--- config.mk ---
export PLATFORM = sky130hd
export DESIGN_NAME = rgb_to_ycbcr420_planar_core_flat
export DESIGN_NICKNAME = d
export VERILOG_FILES = /design/src/hw/rtl/ycc420_pkg.sv /design/src/hw/rtl/ycc420_if.sv /design/src/hw/rtl/rgb_to_ycbcr420_planar_core.sv /design/src/hw/rtl/ycc420_front.sv /design/src/hw/rtl/ycc420_queue.sv /design/src/hw/rtl/ycc420_back.sv /design/src/flat_wrapper.sv
export VERILOG_INCLUDE_DIRS = /design/src /design/src/hw/rtl
export SDC_FILE = /design/constraint.sdc
export NUM_CORES = 2
export LEC_CHECK = 0
export BUFFER_PORTS_ARGS = -buffer_cell sky130_fd_sc_hd__buf_2
export CORE_ASPECT_RATIO = 1.5
export CORE_MARGIN = 1.5
export CORE_UTILIZATION = 40
export CTS_CLUSTER_DIAMETER = 30
export DETAILED_ROUTE_END_ITERATION = 7
export GPL_TIMING_DRIVEN = 0
export MAX_ROUTING_LAYER = met4
export SLEW_MARGIN = 40
export SYNTH_ARGS = -nofsm -noshare
export SYNTH_HDL_FRONTEND = slang
export SYNTH_SLANG_ARGS = --single-unit
--- constraint.sdc ---
create_clock -name clk -period 8.46 [get_ports clk]
set_input_delay 1.692 -clock clk [delete_from_list [all_inputs] [get_ports clk]]
set_output_delay 1.692 -clock clk [all_outputs]
set_load 0.05 [all_outputs]
--- src/hw/rtl/rgb_to_ycbcr420_planar_core_assert.svh ---
// assertion macros for the ycbcr 4:2:0 converter
// both macros use the enclosing module's clk and rst_n
`ifndef RGB_TO_YCBCR420_PLANAR_CORE_ASSERT_SVH
`define RGB_TO_YCBCR420_PLANAR_CORE_ASSERT_SVH

// same-cycle implication
`define YCC_ASSERT_IMPLIES(name, cond, expr) \
    name: assert property (@(posedge clk) disable iff (!rst_n) (cond) |-> (expr)) \
        else $error("ycc420 assertion failed");

// next-cycle implication
`define YCC_ASSERT_NEXT(name, cond, expr) \
    name: assert property (@(posedge clk) disable iff (!rst_n) (cond) |=> (expr)) \
        else $error("ycc420 assertion failed");

`endif

--- src/hw/rtl/ycc420_pkg.sv ---
package ycc420_pkg;

    localparam int CFG_W          = 13;
    localparam int CFG_INDEX_W    = 2;
    localparam int PIX_W          = 8;
    localparam int LUMA_INDEX_W   = 24;
    localparam int CHROMA_INDEX_W = 22;
    localparam int COORD_W        = 13;
    localparam int LUMA_SUM_W     = 24;
    localparam int DIFF_W         = 9;
    localparam int CPROD_W        = 26;
    localparam int CHROMA_Q_W     = 11;
    localparam int QUEUE_DEPTH    = 2;

    localparam int DEFAULT_MAX_WIDTH  = 4096;
    localparam int DEFAULT_MAX_HEIGHT = 4096;

    localparam logic [CFG_W-1:0] RESET_FRAME_WIDTH   = 13'd1920;
    localparam logic [CFG_W-1:0] RESET_FRAME_HEIGHT  = 13'd1080;
    localparam logic [CFG_W-1:0] RESET_ACTIVE_WIDTH  = 13'd1920;
    localparam logic [CFG_W-1:0] RESET_ACTIVE_HEIGHT = 13'd1080;

    localparam logic [15:0] Y_R_COEF = 16'd19595;
    localparam logic [15:0] Y_G_COEF = 16'd38470;
    localparam logic [15:0] Y_B_COEF = 16'd7471;

    localparam logic signed [16:0] CB_COEF = 17'sd36962;
    localparam logic signed [16:0] CR_COEF = 17'sd46727;

    localparam logic signed [CHROMA_Q_W-1:0] CHROMA_OFFSET = 11'sd128;
    localparam logic signed [CHROMA_Q_W-1:0] CHROMA_MAX    = 11'sd255;
    localparam logic signed [CHROMA_Q_W-1:0] CHROMA_MIN    = 11'sd0;

    typedef enum logic [CFG_INDEX_W-1:0] {
        CFG_FRAME_WIDTH   = 2'd0,
        CFG_FRAME_HEIGHT  = 2'd1,
        CFG_ACTIVE_WIDTH  = 2'd2,
        CFG_ACTIVE_HEIGHT = 2'd3
    } cfg_reg_t;

    typedef struct packed {
        logic [PIX_W-1:0]   red;
        logic [PIX_W-1:0]   green;
        logic [PIX_W-1:0]   blue;
        logic [COORD_W-1:0] row;
        logic [COORD_W-1:0] col;
        logic               chroma_valid;
        logic               frame_end;
    } entry_t;

    // floor shift by 16, add offset, clamp to 0..255
    function automatic logic [PIX_W-1:0] chroma_clamp(input logic signed [CPROD_W-1:0] p);
        logic signed [CHROMA_Q_W-1:0] q;
        logic [PIX_W-1:0]             r;
        q = CHROMA_Q_W'(p >>> 16) + CHROMA_OFFSET;
        if (q < CHROMA_MIN) begin
            r = '0;
        end else if (q > CHROMA_MAX) begin
            r = '1;
        end else begin
            r = q[PIX_W-1:0];
        end
        return r;
    endfunction

endpackage

--- src/hw/rtl/ycc420_if.sv ---
interface ycc420_pixel_if;
    import ycc420_pkg::*;

    logic             valid;
    logic             ready;
    logic [PIX_W-1:0] red;
    logic [PIX_W-1:0] green;
    logic [PIX_W-1:0] blue;

    modport source (output valid, output red, output green, output blue, input ready);
    modport sink   (input valid, input red, input green, input blue, output ready);
endinterface

interface ycc420_result_if;
    import ycc420_pkg::*;

    logic                      valid;
    logic                      ready;
    logic [PIX_W-1:0]          luma;
    logic [LUMA_INDEX_W-1:0]   luma_index;
    logic                      chroma_valid;
    logic [PIX_W-1:0]          blue_diff;
    logic [PIX_W-1:0]          red_diff;
    logic [CHROMA_INDEX_W-1:0] chroma_index;
    logic                      frame_end;

    modport source (
        output valid, output luma, output luma_index, output chroma_valid,
        output blue_diff, output red_diff, output chroma_index, output frame_end,
        input ready
    );
    modport sink (
        input valid, input luma, input luma_index, input chroma_valid,
        input blue_diff, input red_diff, input chroma_index, input frame_end,
        output ready
    );
endinterface

--- src/hw/rtl/rgb_to_ycbcr420_planar_core.sv ---
// RGB to Y'CbCr 4:2:0 planar converter. Takes one RGB pixel per transfer in raster
// order and returns one result per pixel: luma with its row-flipped luma plane index,
// and on even row and column also Cb, Cr and the row-flipped chroma plane index.
// Pixels outside the active area are converted as black. Sustained rate is one pixel
// per clock while the output is not stalled; a result passes through the two-entry
// queue, written at the transfer edge itself, and then the four register stages of
// the back end (three multiply stages and the output register); the queue becomes
// full only while the output is stalled. The user must write configuration only
// while no pixel is in flight; the block itself does not enforce this.
module rgb_to_ycbcr420_planar_core #(
    parameter int MAX_WIDTH   = ycc420_pkg::DEFAULT_MAX_WIDTH,
    parameter int MAX_HEIGHT  = ycc420_pkg::DEFAULT_MAX_HEIGHT
) (
    input  logic                               clk,
    input  logic                               rst_n,
    input  logic                               cfg_write_en,
    input  logic [ycc420_pkg::CFG_INDEX_W-1:0] cfg_index,
    input  logic [ycc420_pkg::CFG_W-1:0]       cfg_data,
    ycc420_pixel_if.sink                       pixel,
    ycc420_result_if.source                    result
);
    import ycc420_pkg::*;

    localparam int WW  = $clog2(MAX_WIDTH + 1);
    localparam int HW  = $clog2(MAX_HEIGHT + 1);
    localparam int DWW = (CFG_W > WW) ? CFG_W : WW;
    localparam int DHW = (CFG_W > HW) ? CFG_W : HW;

    logic [CFG_W-1:0] frame_w_reg, frame_h_reg, active_w_reg, active_h_reg;
    logic [DWW-1:0]   w_clamp;
    logic [DHW-1:0]   h_clamp;
    logic [WW-1:0]    eff_w;
    logic [HW-1:0]    eff_h;

    logic   queue_push;
    logic   queue_full;
    logic   queue_valid;
    logic   queue_pop;
    entry_t front_entry;
    entry_t queue_entry;

    logic   chroma_fields_zero;
    logic   end_index_ok;

    always_ff @(posedge clk or negedge rst_n)
    begin
        if (!rst_n)
        begin
            frame_w_reg  <= RESET_FRAME_WIDTH;
            frame_h_reg  <= RESET_FRAME_HEIGHT;
            active_w_reg <= RESET_ACTIVE_WIDTH;
            active_h_reg <= RESET_ACTIVE_HEIGHT;
        end
        else if (cfg_write_en)
        begin
            unique case (cfg_index)
                CFG_FRAME_WIDTH:   frame_w_reg  <= cfg_data;
                CFG_FRAME_HEIGHT:  frame_h_reg  <= cfg_data;
                CFG_ACTIVE_WIDTH:  active_w_reg <= cfg_data;
                CFG_ACTIVE_HEIGHT: active_h_reg <= cfg_data;
                default:           frame_w_reg  <= frame_w_reg;
            endcase
        end
    end

    // frame size clamped to 2..max and rounded down to even
    always_comb
    begin
        w_clamp = DWW'(frame_w_reg);
        if (w_clamp < DWW'(2))
        begin
            w_clamp = DWW'(2);
        end
        if (w_clamp > DWW'(MAX_WIDTH))
        begin
            w_clamp = DWW'(MAX_WIDTH);
        end
        h_clamp = DHW'(frame_h_reg);
        if (h_clamp < DHW'(2))
        begin
            h_clamp = DHW'(2);
        end
        if (h_clamp > DHW'(MAX_HEIGHT))
        begin
            h_clamp = DHW'(MAX_HEIGHT);
        end
        eff_w = WW'(w_clamp) & ~WW'(1);
        eff_h = HW'(h_clamp) & ~HW'(1);
    end

    ycc420_front #(
        .MAX_WIDTH  (MAX_WIDTH),
        .MAX_HEIGHT (MAX_HEIGHT)
    ) u_front (
        .clk        (clk),
        .rst_n      (rst_n),
        .eff_w      (eff_w),
        .eff_h      (eff_h),
        .active_w   (active_w_reg),
        .active_h   (active_h_reg),
        .pixel      (pixel),
        .queue_full (queue_full),
        .push       (queue_push),
        .entry      (front_entry)
    );

    ycc420_queue u_queue (
        .clk       (clk),
        .rst_n     (rst_n),
        .push      (queue_push),
        .entry_in  (front_entry),
        .full      (queue_full),
        .valid     (queue_valid),
        .pop       (queue_pop),
        .entry_out (queue_entry)
    );

    ycc420_back #(
        .MAX_WIDTH  (MAX_WIDTH),
        .MAX_HEIGHT (MAX_HEIGHT)
    ) u_back (
        .clk         (clk),
        .rst_n       (rst_n),
        .eff_w       (eff_w),
        .eff_h       (eff_h),
        .queue_valid (queue_valid),
        .entry       (queue_entry),
        .pop         (queue_pop),
        .result      (result)
    );

    assign chroma_fields_zero = (result.blue_diff == '0) && (result.red_diff == '0) &&
                                (result.chroma_index == '0);
    assign end_index_ok       = (result.luma_index == LUMA_INDEX_W'(eff_w - WW'(1))) &&
                                !result.chroma_valid;

`include "rgb_to_ycbcr420_planar_core_assert.svh"

    // no chroma payload on odd rows or columns
`YCC_ASSERT_IMPLIES(a_chroma_zero, result.valid && !result.chroma_valid, chroma_fields_zero)
    // last pixel sits in the first flipped row, last column, odd position
`YCC_ASSERT_IMPLIES(a_end_index, result.valid && result.frame_end, end_index_ok)
    // a queued entry is offered to the back end on the next cycle
`YCC_ASSERT_NEXT(a_queue_push_seen, queue_push, queue_valid)

endmodule

--- src/hw/rtl/ycc420_front.sv ---
module ycc420_front #(
    parameter int MAX_WIDTH   = ycc420_pkg::DEFAULT_MAX_WIDTH,
    parameter int MAX_HEIGHT  = ycc420_pkg::DEFAULT_MAX_HEIGHT,
    localparam int WW = $clog2(MAX_WIDTH + 1),
    localparam int HW = $clog2(MAX_HEIGHT + 1)
) (
    input  logic                         clk,
    input  logic                         rst_n,
    input  logic [WW-1:0]                eff_w,
    input  logic [HW-1:0]                eff_h,
    input  logic [ycc420_pkg::CFG_W-1:0] active_w,
    input  logic [ycc420_pkg::CFG_W-1:0] active_h,
    ycc420_pixel_if.sink                 pixel,
    input  logic                         queue_full,
    output logic                         push,
    output ycc420_pkg::entry_t           entry
);
    import ycc420_pkg::*;

    localparam int CW = $clog2(MAX_WIDTH);
    localparam int RW = $clog2(MAX_HEIGHT);

    logic [CW-1:0] col_reg, col_next, col_cur;
    logic [RW-1:0] row_reg, row_next, row_cur;
    logic          col_at_end;
    logic          row_at_end;
    logic          active;

    // counters left beyond a shrunken frame restart at zero
    always_comb
    begin
        col_cur    = (WW'(col_reg) >= eff_w) ? '0 : col_reg;
        row_cur    = (HW'(row_reg) >= eff_h) ? '0 : row_reg;
        col_at_end = (WW'(col_cur) == (eff_w - WW'(1)));
        row_at_end = (HW'(row_cur) == (eff_h - HW'(1)));
        active     = (CFG_W'(row_cur) < active_h) && (CFG_W'(col_cur) < active_w);
    end

    assign pixel.ready = !queue_full;
    assign push        = pixel.valid && !queue_full;

    always_comb
    begin
        entry.red          = active ? pixel.red   : '0;
        entry.green        = active ? pixel.green : '0;
        entry.blue         = active ? pixel.blue  : '0;
        entry.row          = COORD_W'(row_cur);
        entry.col          = COORD_W'(col_cur);
        entry.chroma_valid = !row_cur[0] && !col_cur[0];
        entry.frame_end    = row_at_end && col_at_end;
    end

    always_comb
    begin
        col_next = col_reg;
        row_next = row_reg;
        if (push)
        begin
            if (col_at_end)
            begin
                col_next = '0;
                row_next = row_at_end ? '0 : row_cur + RW'(1);
            end
            else
            begin
                col_next = col_cur + CW'(1);
                row_next = row_cur;
            end
        end
    end

    always_ff @(posedge clk or negedge rst_n)
    begin
        if (!rst_n)
        begin
            col_reg <= '0;
            row_reg <= '0;
        end
        else
        begin
            col_reg <= col_next;
            row_reg <= row_next;
        end
    end

endmodule

--- src/hw/rtl/ycc420_queue.sv ---
module ycc420_queue (
    input  logic               clk,
    input  logic               rst_n,
    input  logic               push,
    input  ycc420_pkg::entry_t entry_in,
    output logic               full,
    output logic               valid,
    input  logic               pop,
    output ycc420_pkg::entry_t entry_out
);
    import ycc420_pkg::*;

    localparam int PW = (QUEUE_DEPTH > 1) ? $clog2(QUEUE_DEPTH) : 1;
    localparam int NW = $clog2(QUEUE_DEPTH + 1);

    entry_t        slot_reg [QUEUE_DEPTH];
    logic [PW-1:0] wr_ptr_reg, wr_ptr_next;
    logic [PW-1:0] rd_ptr_reg, rd_ptr_next;
    logic [NW-1:0] count_reg, count_next;

    assign full      = (count_reg == NW'(QUEUE_DEPTH));
    assign valid     = (count_reg != '0);
    assign entry_out = slot_reg[rd_ptr_reg];

    always_comb
    begin
        wr_ptr_next = wr_ptr_reg;
        rd_ptr_next = rd_ptr_reg;
        count_next  = count_reg;
        if (push)
        begin
            wr_ptr_next = (wr_ptr_reg == PW'(QUEUE_DEPTH - 1)) ? '0 : wr_ptr_reg + PW'(1);
        end
        if (pop)
        begin
            rd_ptr_next = (rd_ptr_reg == PW'(QUEUE_DEPTH - 1)) ? '0 : rd_ptr_reg + PW'(1);
        end
        if (push && !pop)
        begin
            count_next = count_reg + NW'(1);
        end
        else if (pop && !push)
        begin
            count_next = count_reg - NW'(1);
        end
    end

    always_ff @(posedge clk)
    begin
        if (push)
        begin
            slot_reg[wr_ptr_reg] <= entry_in;
        end
    end

    always_ff @(posedge clk or negedge rst_n)
    begin
        if (!rst_n)
        begin
            wr_ptr_reg <= '0;
            rd_ptr_reg <= '0;
            count_reg  <= '0;
        end
        else
        begin
            wr_ptr_reg <= wr_ptr_next;
            rd_ptr_reg <= rd_ptr_next;
            count_reg  <= count_next;
        end
    end

endmodule

--- src/hw/rtl/ycc420_back.sv ---
module ycc420_back #(
    parameter int MAX_WIDTH   = ycc420_pkg::DEFAULT_MAX_WIDTH,
    parameter int MAX_HEIGHT  = ycc420_pkg::DEFAULT_MAX_HEIGHT,
    localparam int WW = $clog2(MAX_WIDTH + 1),
    localparam int HW = $clog2(MAX_HEIGHT + 1)
) (
    input  logic               clk,
    input  logic               rst_n,
    input  logic [WW-1:0]      eff_w,
    input  logic [HW-1:0]      eff_h,
    input  logic               queue_valid,
    input  ycc420_pkg::entry_t entry,
    output logic               pop,
    ycc420_result_if.source    result
);
    import ycc420_pkg::*;

    localparam int PRW = HW + WW;
    localparam int LIW = (PRW + 1 > LUMA_INDEX_W) ? PRW + 1 : LUMA_INDEX_W;
    localparam int CIW = (PRW + 1 > CHROMA_INDEX_W) ? PRW + 1 : CHROMA_INDEX_W;

    logic en1, en2, en3, en4;
    logic v1_reg, v2_reg, v3_reg, v4_reg;

    // stage 1: luma products, flipped rows
    logic [LUMA_SUM_W-1:0] s1_pr_reg, s1_pg_reg, s1_pb_reg;
    logic [HW-1:0]         s1_rflip_reg, s1_cflip_reg;
    logic [WW-1:0]         s1_col_reg;
    logic [PIX_W-1:0]      s1_red_reg, s1_blue_reg;
    logic                  s1_cv_reg, s1_end_reg;

    // stage 2: luma, index products
    logic [PIX_W-1:0]      s2_luma_reg, s2_red_reg, s2_blue_reg;
    logic [PRW-1:0]        s2_lprod_reg, s2_cprod_reg;
    logic [WW-1:0]         s2_col_reg;
    logic                  s2_cv_reg, s2_end_reg;
    logic [LUMA_SUM_W-1:0] s2_sum;

    // stage 3: indices, chroma products
    logic [PIX_W-1:0]          s3_luma_reg;
    logic [LUMA_INDEX_W-1:0]   s3_lidx_reg;
    logic [CHROMA_INDEX_W-1:0] s3_cidx_reg;
    logic signed [CPROD_W-1:0] s3_cb_reg, s3_cr_reg;
    logic                      s3_cv_reg, s3_end_reg;
    logic signed [DIFF_W-1:0]  s3_db, s3_dr;
    logic [LIW-1:0]            s3_lsum;
    logic [CIW-1:0]            s3_csum;

    // stage 4: output register
    logic [PIX_W-1:0]          o_luma_reg, o_cb_reg, o_cr_reg;
    logic [LUMA_INDEX_W-1:0]   o_lidx_reg;
    logic [CHROMA_INDEX_W-1:0] o_cidx_reg;
    logic                      o_cv_reg, o_end_reg;

    assign en4 = !v4_reg || result.ready;
    assign en3 = !v3_reg || en4;
    assign en2 = !v2_reg || en3;
    assign en1 = !v1_reg || en2;
    assign pop = queue_valid && en1;

    always_ff @(posedge clk or negedge rst_n)
    begin
        if (!rst_n)
        begin
            v1_reg <= 1'b0;
            v2_reg <= 1'b0;
            v3_reg <= 1'b0;
            v4_reg <= 1'b0;
        end
        else
        begin
            if (en1) v1_reg <= queue_valid;
            if (en2) v2_reg <= v1_reg;
            if (en3) v3_reg <= v2_reg;
            if (en4) v4_reg <= v3_reg;
        end
    end

    always_ff @(posedge clk)
    begin
        if (en1)
        begin
            s1_pr_reg    <= LUMA_SUM_W'(Y_R_COEF) * LUMA_SUM_W'(entry.red);
            s1_pg_reg    <= LUMA_SUM_W'(Y_G_COEF) * LUMA_SUM_W'(entry.green);
            s1_pb_reg    <= LUMA_SUM_W'(Y_B_COEF) * LUMA_SUM_W'(entry.blue);
            s1_rflip_reg <= eff_h - HW'(1) - HW'(entry.row);
            s1_cflip_reg <= (eff_h >> 1) - HW'(1) - HW'(entry.row >> 1);
            s1_col_reg   <= WW'(entry.col);
            s1_red_reg   <= entry.red;
            s1_blue_reg  <= entry.blue;
            s1_cv_reg    <= entry.chroma_valid;
            s1_end_reg   <= entry.frame_end;
        end
    end

    assign s2_sum = s1_pr_reg + s1_pg_reg + s1_pb_reg;

    always_ff @(posedge clk)
    begin
        if (en2)
        begin
            s2_luma_reg  <= s2_sum[LUMA_SUM_W-1 -: PIX_W];
            s2_lprod_reg <= PRW'(s1_rflip_reg) * PRW'(eff_w);
            s2_cprod_reg <= PRW'(s1_cflip_reg) * PRW'(eff_w >> 1);
            s2_col_reg   <= s1_col_reg;
            s2_red_reg   <= s1_red_reg;
            s2_blue_reg  <= s1_blue_reg;
            s2_cv_reg    <= s1_cv_reg;
            s2_end_reg   <= s1_end_reg;
        end
    end

    always_comb
    begin
        s3_db   = $signed({1'b0, s2_blue_reg}) - $signed({1'b0, s2_luma_reg});
        s3_dr   = $signed({1'b0, s2_red_reg}) - $signed({1'b0, s2_luma_reg});
        s3_lsum = LIW'(s2_lprod_reg) + LIW'(s2_col_reg);
        s3_csum = CIW'(s2_cprod_reg) + CIW'(s2_col_reg >> 1);
    end

    always_ff @(posedge clk)
    begin
        if (en3)
        begin
            s3_luma_reg <= s2_luma_reg;
            s3_lidx_reg <= s3_lsum[LUMA_INDEX_W-1:0];
            s3_cidx_reg <= s3_csum[CHROMA_INDEX_W-1:0];
            s3_cb_reg   <= CPROD_W'(s3_db) * CPROD_W'(CB_COEF);
            s3_cr_reg   <= CPROD_W'(s3_dr) * CPROD_W'(CR_COEF);
            s3_cv_reg   <= s2_cv_reg;
            s3_end_reg  <= s2_end_reg;
        end
    end

    always_ff @(posedge clk)
    begin
        if (en4)
        begin
            o_luma_reg <= s3_luma_reg;
            o_lidx_reg <= s3_lidx_reg;
            o_cb_reg   <= s3_cv_reg ? chroma_clamp(s3_cb_reg) : '0;
            o_cr_reg   <= s3_cv_reg ? chroma_clamp(s3_cr_reg) : '0;
            o_cidx_reg <= s3_cv_reg ? s3_cidx_reg : '0;
            o_cv_reg   <= s3_cv_reg;
            o_end_reg  <= s3_end_reg;
        end
    end

    assign result.valid        = v4_reg;
    assign result.luma         = o_luma_reg;
    assign result.luma_index   = o_lidx_reg;
    assign result.chroma_valid = o_cv_reg;
    assign result.blue_diff    = o_cb_reg;
    assign result.red_diff     = o_cr_reg;
    assign result.chroma_index = o_cidx_reg;
    assign result.frame_end    = o_end_reg;

endmodule
--- src/flat_wrapper.sv ---
// flat-port wrapper written by rule: the top's interface ports become plain ports
module rgb_to_ycbcr420_planar_core_flat import ycc420_pkg::*;
#(
    parameter int MAX_WIDTH   = ycc420_pkg::DEFAULT_MAX_WIDTH,
    parameter int MAX_HEIGHT  = ycc420_pkg::DEFAULT_MAX_HEIGHT
)
  (clk, rst_n, cfg_write_en, cfg_index, cfg_data, pixel_valid, pixel_red, pixel_green, pixel_blue, pixel_ready, result_valid, result_luma, result_luma_index, result_chroma_valid, result_blue_diff, result_red_diff, result_chroma_index, result_frame_end, result_ready);
  ycc420_pixel_if pixel_i ();
  ycc420_result_if result_i ();
  input  logic clk;
  input  logic rst_n;
  input  logic cfg_write_en;
  input  logic [ycc420_pkg::CFG_INDEX_W-1:0] cfg_index;
  input  logic [ycc420_pkg::CFG_W-1:0] cfg_data;
  input wire logic [$bits(pixel_i.valid)-1:0] pixel_valid;
  input wire logic [$bits(pixel_i.red)-1:0] pixel_red;
  input wire logic [$bits(pixel_i.green)-1:0] pixel_green;
  input wire logic [$bits(pixel_i.blue)-1:0] pixel_blue;
  output wire logic [$bits(pixel_i.ready)-1:0] pixel_ready;
  output wire logic [$bits(result_i.valid)-1:0] result_valid;
  output wire logic [$bits(result_i.luma)-1:0] result_luma;
  output wire logic [$bits(result_i.luma_index)-1:0] result_luma_index;
  output wire logic [$bits(result_i.chroma_valid)-1:0] result_chroma_valid;
  output wire logic [$bits(result_i.blue_diff)-1:0] result_blue_diff;
  output wire logic [$bits(result_i.red_diff)-1:0] result_red_diff;
  output wire logic [$bits(result_i.chroma_index)-1:0] result_chroma_index;
  output wire logic [$bits(result_i.frame_end)-1:0] result_frame_end;
  input wire logic [$bits(result_i.ready)-1:0] result_ready;
  assign pixel_i.valid = pixel_valid;
  assign pixel_i.red = pixel_red;
  assign pixel_i.green = pixel_green;
  assign pixel_i.blue = pixel_blue;
  assign pixel_ready = pixel_i.ready;
  assign result_valid = result_i.valid;
  assign result_luma = result_i.luma;
  assign result_luma_index = result_i.luma_index;
  assign result_chroma_valid = result_i.chroma_valid;
  assign result_blue_diff = result_i.blue_diff;
  assign result_red_diff = result_i.red_diff;
  assign result_chroma_index = result_i.chroma_index;
  assign result_frame_end = result_i.frame_end;
  assign result_i.ready = result_ready;
  rgb_to_ycbcr420_planar_core #(.MAX_WIDTH(MAX_WIDTH), .MAX_HEIGHT(MAX_HEIGHT)) u_core (.clk(clk), .rst_n(rst_n), .cfg_write_en(cfg_write_en), .cfg_index(cfg_index), .cfg_data(cfg_data), .pixel(pixel_i), .result(result_i));
endmodule
==> results.yml <==
grt:
  number_of_antenna_violations_at_the_first_check_in_global_routing: 0
  largest_net_degree_at_the_start_of_global_routing: 53
  grt_util_overall_pct: 18.9
  grt_pass1_vias: 29600
  grt_first_pass_wirelength_um: 158000
  grt_overflow: 0
clock_network:
  cts-resized-gates: 0
  clkSlewWorstSetupHoldPaths_ns: 0.05
  htree_num_levels: 3
  worst_skew_pair.late_latency_ns: 0.69
  cts.sink_count: 534
  cts_post_setup_buffers_inserted: 0
  numCtsBuffers: 95
  cts.hold.buffers_added: 0
  ctsLongestPathBuffers: 3
  clock_tree_from_tritoncts: "yes"
  clockRootBuffer: "sky130_fd_sc_hd__clkbuf_16"
setup_path:
  critical_path_peak_fanout: 10
  logic_depth_of_the_worst_register_to_register_path: 22
  critical_path_required_time_ns: 8.86
  worstPathArrival_ns: 8.17
  path_class: "reg -> reg"
  crit_path_start_kind: "register"
  timing.critical_path.to_type: "register"
timing:
  timing.setup.tns_ns: 0
  pins_over_their_slew_limit: 0
  setup_viol: 0
  fmax_ghz: 0.129
  grt_setup_unrepaired: "false"
  part_of_the_cycle_the_worst_path_needs_pct: 91.8
  worst_case_hold_slack_ns: 0.415
  tightest_slew_ns: 0.855
  fin_crit_ns: 7.76
  post_route_clock_skew_ns: 0.0539
  hold_violations: 0
  max_slew_margin_pct: 43.0
synth:
  syn-cell-area_um2: 43400
  postSynthNetCount: 4872
  post_synthesis_register_bit_count: 534
  synth_enable_flop_cells: 451
  sequential_fraction_of_the_synthesis_area_pct: 36.0
  async_flop_share_pct: 15.5
  yosys.cell_types.count: 87
  average_size_of_a_mapped_cell_um2: 11.1
  synthesis.instances: 3904
  postSynth.topFlopCell: "sky130_fd_sc_hd__edfxtp_1"
  yosysWarningCount: 0
floorplanning:
  fp-row-count: 147
  coreArea_um2: 107000
  effective_utilization_at_floorplan_pct: 40.4
  dieHeight_um: 407
  floorplan.die.width_um: 272
  io_pins: 118
  dieArea_um2: 111000
routing:
  routed_wirelength_um: 99200
  avgViaCountPerCell: 5.02
  vias: 28300
  drt.antenna.violating_nets: 0
  initialDrtViolationCount: 1229
  routed_wire_length_per_instance_um: 17.6
  drc: 0
  detailedRoute.firstPassIterationCount: 5
cells_and_area:
  largest_reg_flops: 100
  final_cell_area_um2: 49500
  layout-area-overhead-vs-synth_pct: 14.1
  layout.nets: 5111
  antenna_cells: 0
  final_layout_size_suffix_gt1_share_pct: 11.3
  final-instance-count-excl-fill: 5637
placed_design:
  placed_area_um2: 46200
  place_congestion: 0.910
  dp_cells: 5461
  buffer_ports.inserted: 117
  place.detailed.hpwl_um: 80900
worst_hold_path:
  timing.hold.worst.class: "reg -> reg"
  worst_hold_path.num_cells: 0
outcome:
  run_status: "complete, no violations"
run:
  drv_cap: 0
-- cell usage in the layout, fill, tap and decap left out, types with 67 or more instances in the layout --
cell	synthesis	final
sky130_fd_sc_hd__nand2_1	269	268
sky130_fd_sc_hd__dfrtp_1	67	67
sky130_fd_sc_hd__inv_1	665	664
sky130_fd_sc_hd__mux2_2	74	74
sky130_fd_sc_hd__xnor2_1	147	145
sky130_fd_sc_hd__clkbuf_1	89	91
sky130_fd_sc_hd__clkbuf_16	0	96
sky130_fd_sc_hd__a21oi_1	121	121
sky130_fd_sc_hd__ha_1	572	572
sky130_fd_sc_hd__edfxtp_1	451	451
sky130_fd_sc_hd__buf_2	6	122
sky130_fd_sc_hd__fa_1	352	352
sky130_fd_sc_hd__o21ai_0	97	97
sky130_fd_sc_hd__and2_1	154	154
sky130_fd_sc_hd__nor2_1	127	126
-- metal layers --
layer | GRT usage [%] | part of all wire (%) | vias to the layer above
met5 | - | 0 | -
met4 | 8.38 | 4.0 | 0
met3 | 2.25 | 3.4 | 217
met2 | 34.4 | 53 | 505
met1 | 20.7 | 40 | 13900
li1 | - | - | 13700
-- cell usage after synthesis, types with 6 or more instances --
master | n | area, um2
sky130_fd_sc_hd__inv_1 | 665 | 2500
sky130_fd_sc_hd__ha_1 | 572 | 7160
sky130_fd_sc_hd__edfxtp_1 | 451 | 13500
sky130_fd_sc_hd__fa_1 | 352 | 7050
sky130_fd_sc_hd__nand2_1 | 269 | 1010
sky130_fd_sc_hd__and2_1 | 154 | 963
sky130_fd_sc_hd__xnor2_1 | 147 | 1290
sky130_fd_sc_hd__nor2_1 | 127 | 477
sky130_fd_sc_hd__a21oi_1 | 121 | 606
sky130_fd_sc_hd__o21ai_0 | 97 | 485
sky130_fd_sc_hd__clkbuf_1 | 89 | 334
sky130_fd_sc_hd__mux2_2 | 74 | 833
sky130_fd_sc_hd__dfrtp_1 | 67 | 1680
sky130_fd_sc_hd__nor3_1 | 61 | 305
sky130_fd_sc_hd__a21o_1 | 55 | 413
sky130_fd_sc_hd__xor2_1 | 52 | 455
sky130_fd_sc_hd__nand3_1 | 49 | 245
sky130_fd_sc_hd__and3_1 | 43 | 269
sky130_fd_sc_hd__o21a_1 | 41 | 308
sky130_fd_sc_hd__nor2b_1 | 39 | 244
sky130_fd_sc_hd__nand2b_1 | 35 | 219
sky130_fd_sc_hd__mux2i_1 | 26 | 260
sky130_fd_sc_hd__nand4_1 | 19 | 119
sky130_fd_sc_hd__o21bai_1 | 18 | 135
sky130_fd_sc_hd__dfstp_2 | 16 | 420
sky130_fd_sc_hd__or3_1 | 16 | 100
sky130_fd_sc_hd__a21boi_0 | 15 | 113
sky130_fd_sc_hd__a31oi_1 | 15 | 93.8
sky130_fd_sc_hd__or2_2 | 15 | 93.8
sky130_fd_sc_hd__nor4_1 | 13 | 81.3
sky130_fd_sc_hd__a211oi_1 | 12 | 90.1
sky130_fd_sc_hd__nand3b_1 | 12 | 90.1
sky130_fd_sc_hd__o31ai_1 | 11 | 82.6
sky130_fd_sc_hd__a31o_2 | 10 | 87.6
sky130_fd_sc_hd__o41ai_1 | 9 | 78.8
sky130_fd_sc_hd__nor3b_1 | 8 | 60.1
sky130_fd_sc_hd__o211ai_1 | 8 | 60.1
sky130_fd_sc_hd__or4_1 | 7 | 52.6
sky130_fd_sc_hd__buf_1 | 6 | 22.5
sky130_fd_sc_hd__buf_2 | 6 | 30.0
sky130_fd_sc_hd__o2111ai_1 | 6 | 52.6
-- worst paths after layout --
check | start | slack (ns) | end
worst min register to register | u_core.u_back.s3_lidx_reg[7]$_DFFE_PP_ | 0.41 | u_core.u_back.result.luma_index[7]$_DFFE_PP_
worst max register to register | u_core.frame_w_reg[12]$_DFFE_PN0P_ | 0.70 | u_core.u_back.s2_lprod_reg[23]$_DFFE_PP_
worst max-delay path | u_core.frame_w_reg[12]$_DFFE_PN0P_ | 0.70 | u_core.u_back.s2_lprod_reg[23]$_DFFE_PP_
min in group asynchronous | rst_n | 0.93 | u_core.u_front.row_reg[4]$_DFFE_PN0P_
max in group asynchronous | rst_n | 6.88 | u_core.frame_w_reg[8]$_DFFE_PN1P_
worst min-delay path | u_core.u_back.s3_lidx_reg[7]$_DFFE_PP_ | 0.41 | u_core.u_back.result.luma_index[7]$_DFFE_PP_
-- worst max-delay path: stages (launching register included) --
cell	delay, ns
sky130_fd_sc_hd__dfrtp_1	0.45
sky130_fd_sc_hd__buf_2	0.23
sky130_fd_sc_hd__buf_1	0.33
sky130_fd_sc_hd__nor2b_1	0.22
sky130_fd_sc_hd__clkbuf_1	0.63
sky130_fd_sc_hd__clkbuf_1	0.47
sky130_fd_sc_hd__nand2_1	0.16
sky130_fd_sc_hd__fa_1	0.59
sky130_fd_sc_hd__fa_1	0.44
sky130_fd_sc_hd__fa_1	0.52
sky130_fd_sc_hd__inv_1	0.07
sky130_fd_sc_hd__fa_1	0.53
sky130_fd_sc_hd__inv_1	0.06
sky130_fd_sc_hd__fa_1	0.54
sky130_fd_sc_hd__inv_1	0.04
sky130_fd_sc_hd__ha_1	0.24
sky130_fd_sc_hd__o41ai_1	0.69
sky130_fd_sc_hd__o2111ai_1	0.25
sky130_fd_sc_hd__a31oi_1	0.29
sky130_fd_sc_hd__nor2b_1	0.09
sky130_fd_sc_hd__o21a_1	0.19
sky130_fd_sc_hd__o41ai_1	0.33
sky130_fd_sc_hd__xnor2_1	0.13
-- through the flow --
| step | setup slack [ns] | util, % |
|---|---|---|
| 3_3_place_gp | -1.38 | 42.6 |
| 6_report | 0.696 | 46.1 |
| 4_1_cts | 0.763 | 46.1 |
| 5_1_grt | 0.314 | 46.1 |
| 3_5_place_dp | 0.772 | 43.0 |
| 2_1_floorplan | 1.24 | - |
-- kinds of logic after synthesis --
family | after synthesis | share of synthesized area [%]
fa+ha+maj | 924 | 32.7
simple gates | 891 | 10.5
buf+inv | 772 | 6.74
flops | 534 | 36.0
compound gates | 484 | 7.47
xor+xnor | 199 | 4.01
mux | 100 | 2.52
-- final cells by class --
cell class                      instances  area [um2]
Timing Repair Buffer                  142         936
Sequential cell                       534       15600
Fill cell                            9965       57900
Clock buffer                          103        2470
Inverter                              666        2500
Clock inverter                         73         845
Buffer                                106         429
Tap cell                             1415        1770
Multi-Input combinational cell       2598       25000
Power is left out: the tool's default activity adds up to more than one toggle a clock period on the data nets, which glitch-free logic cannot reach.
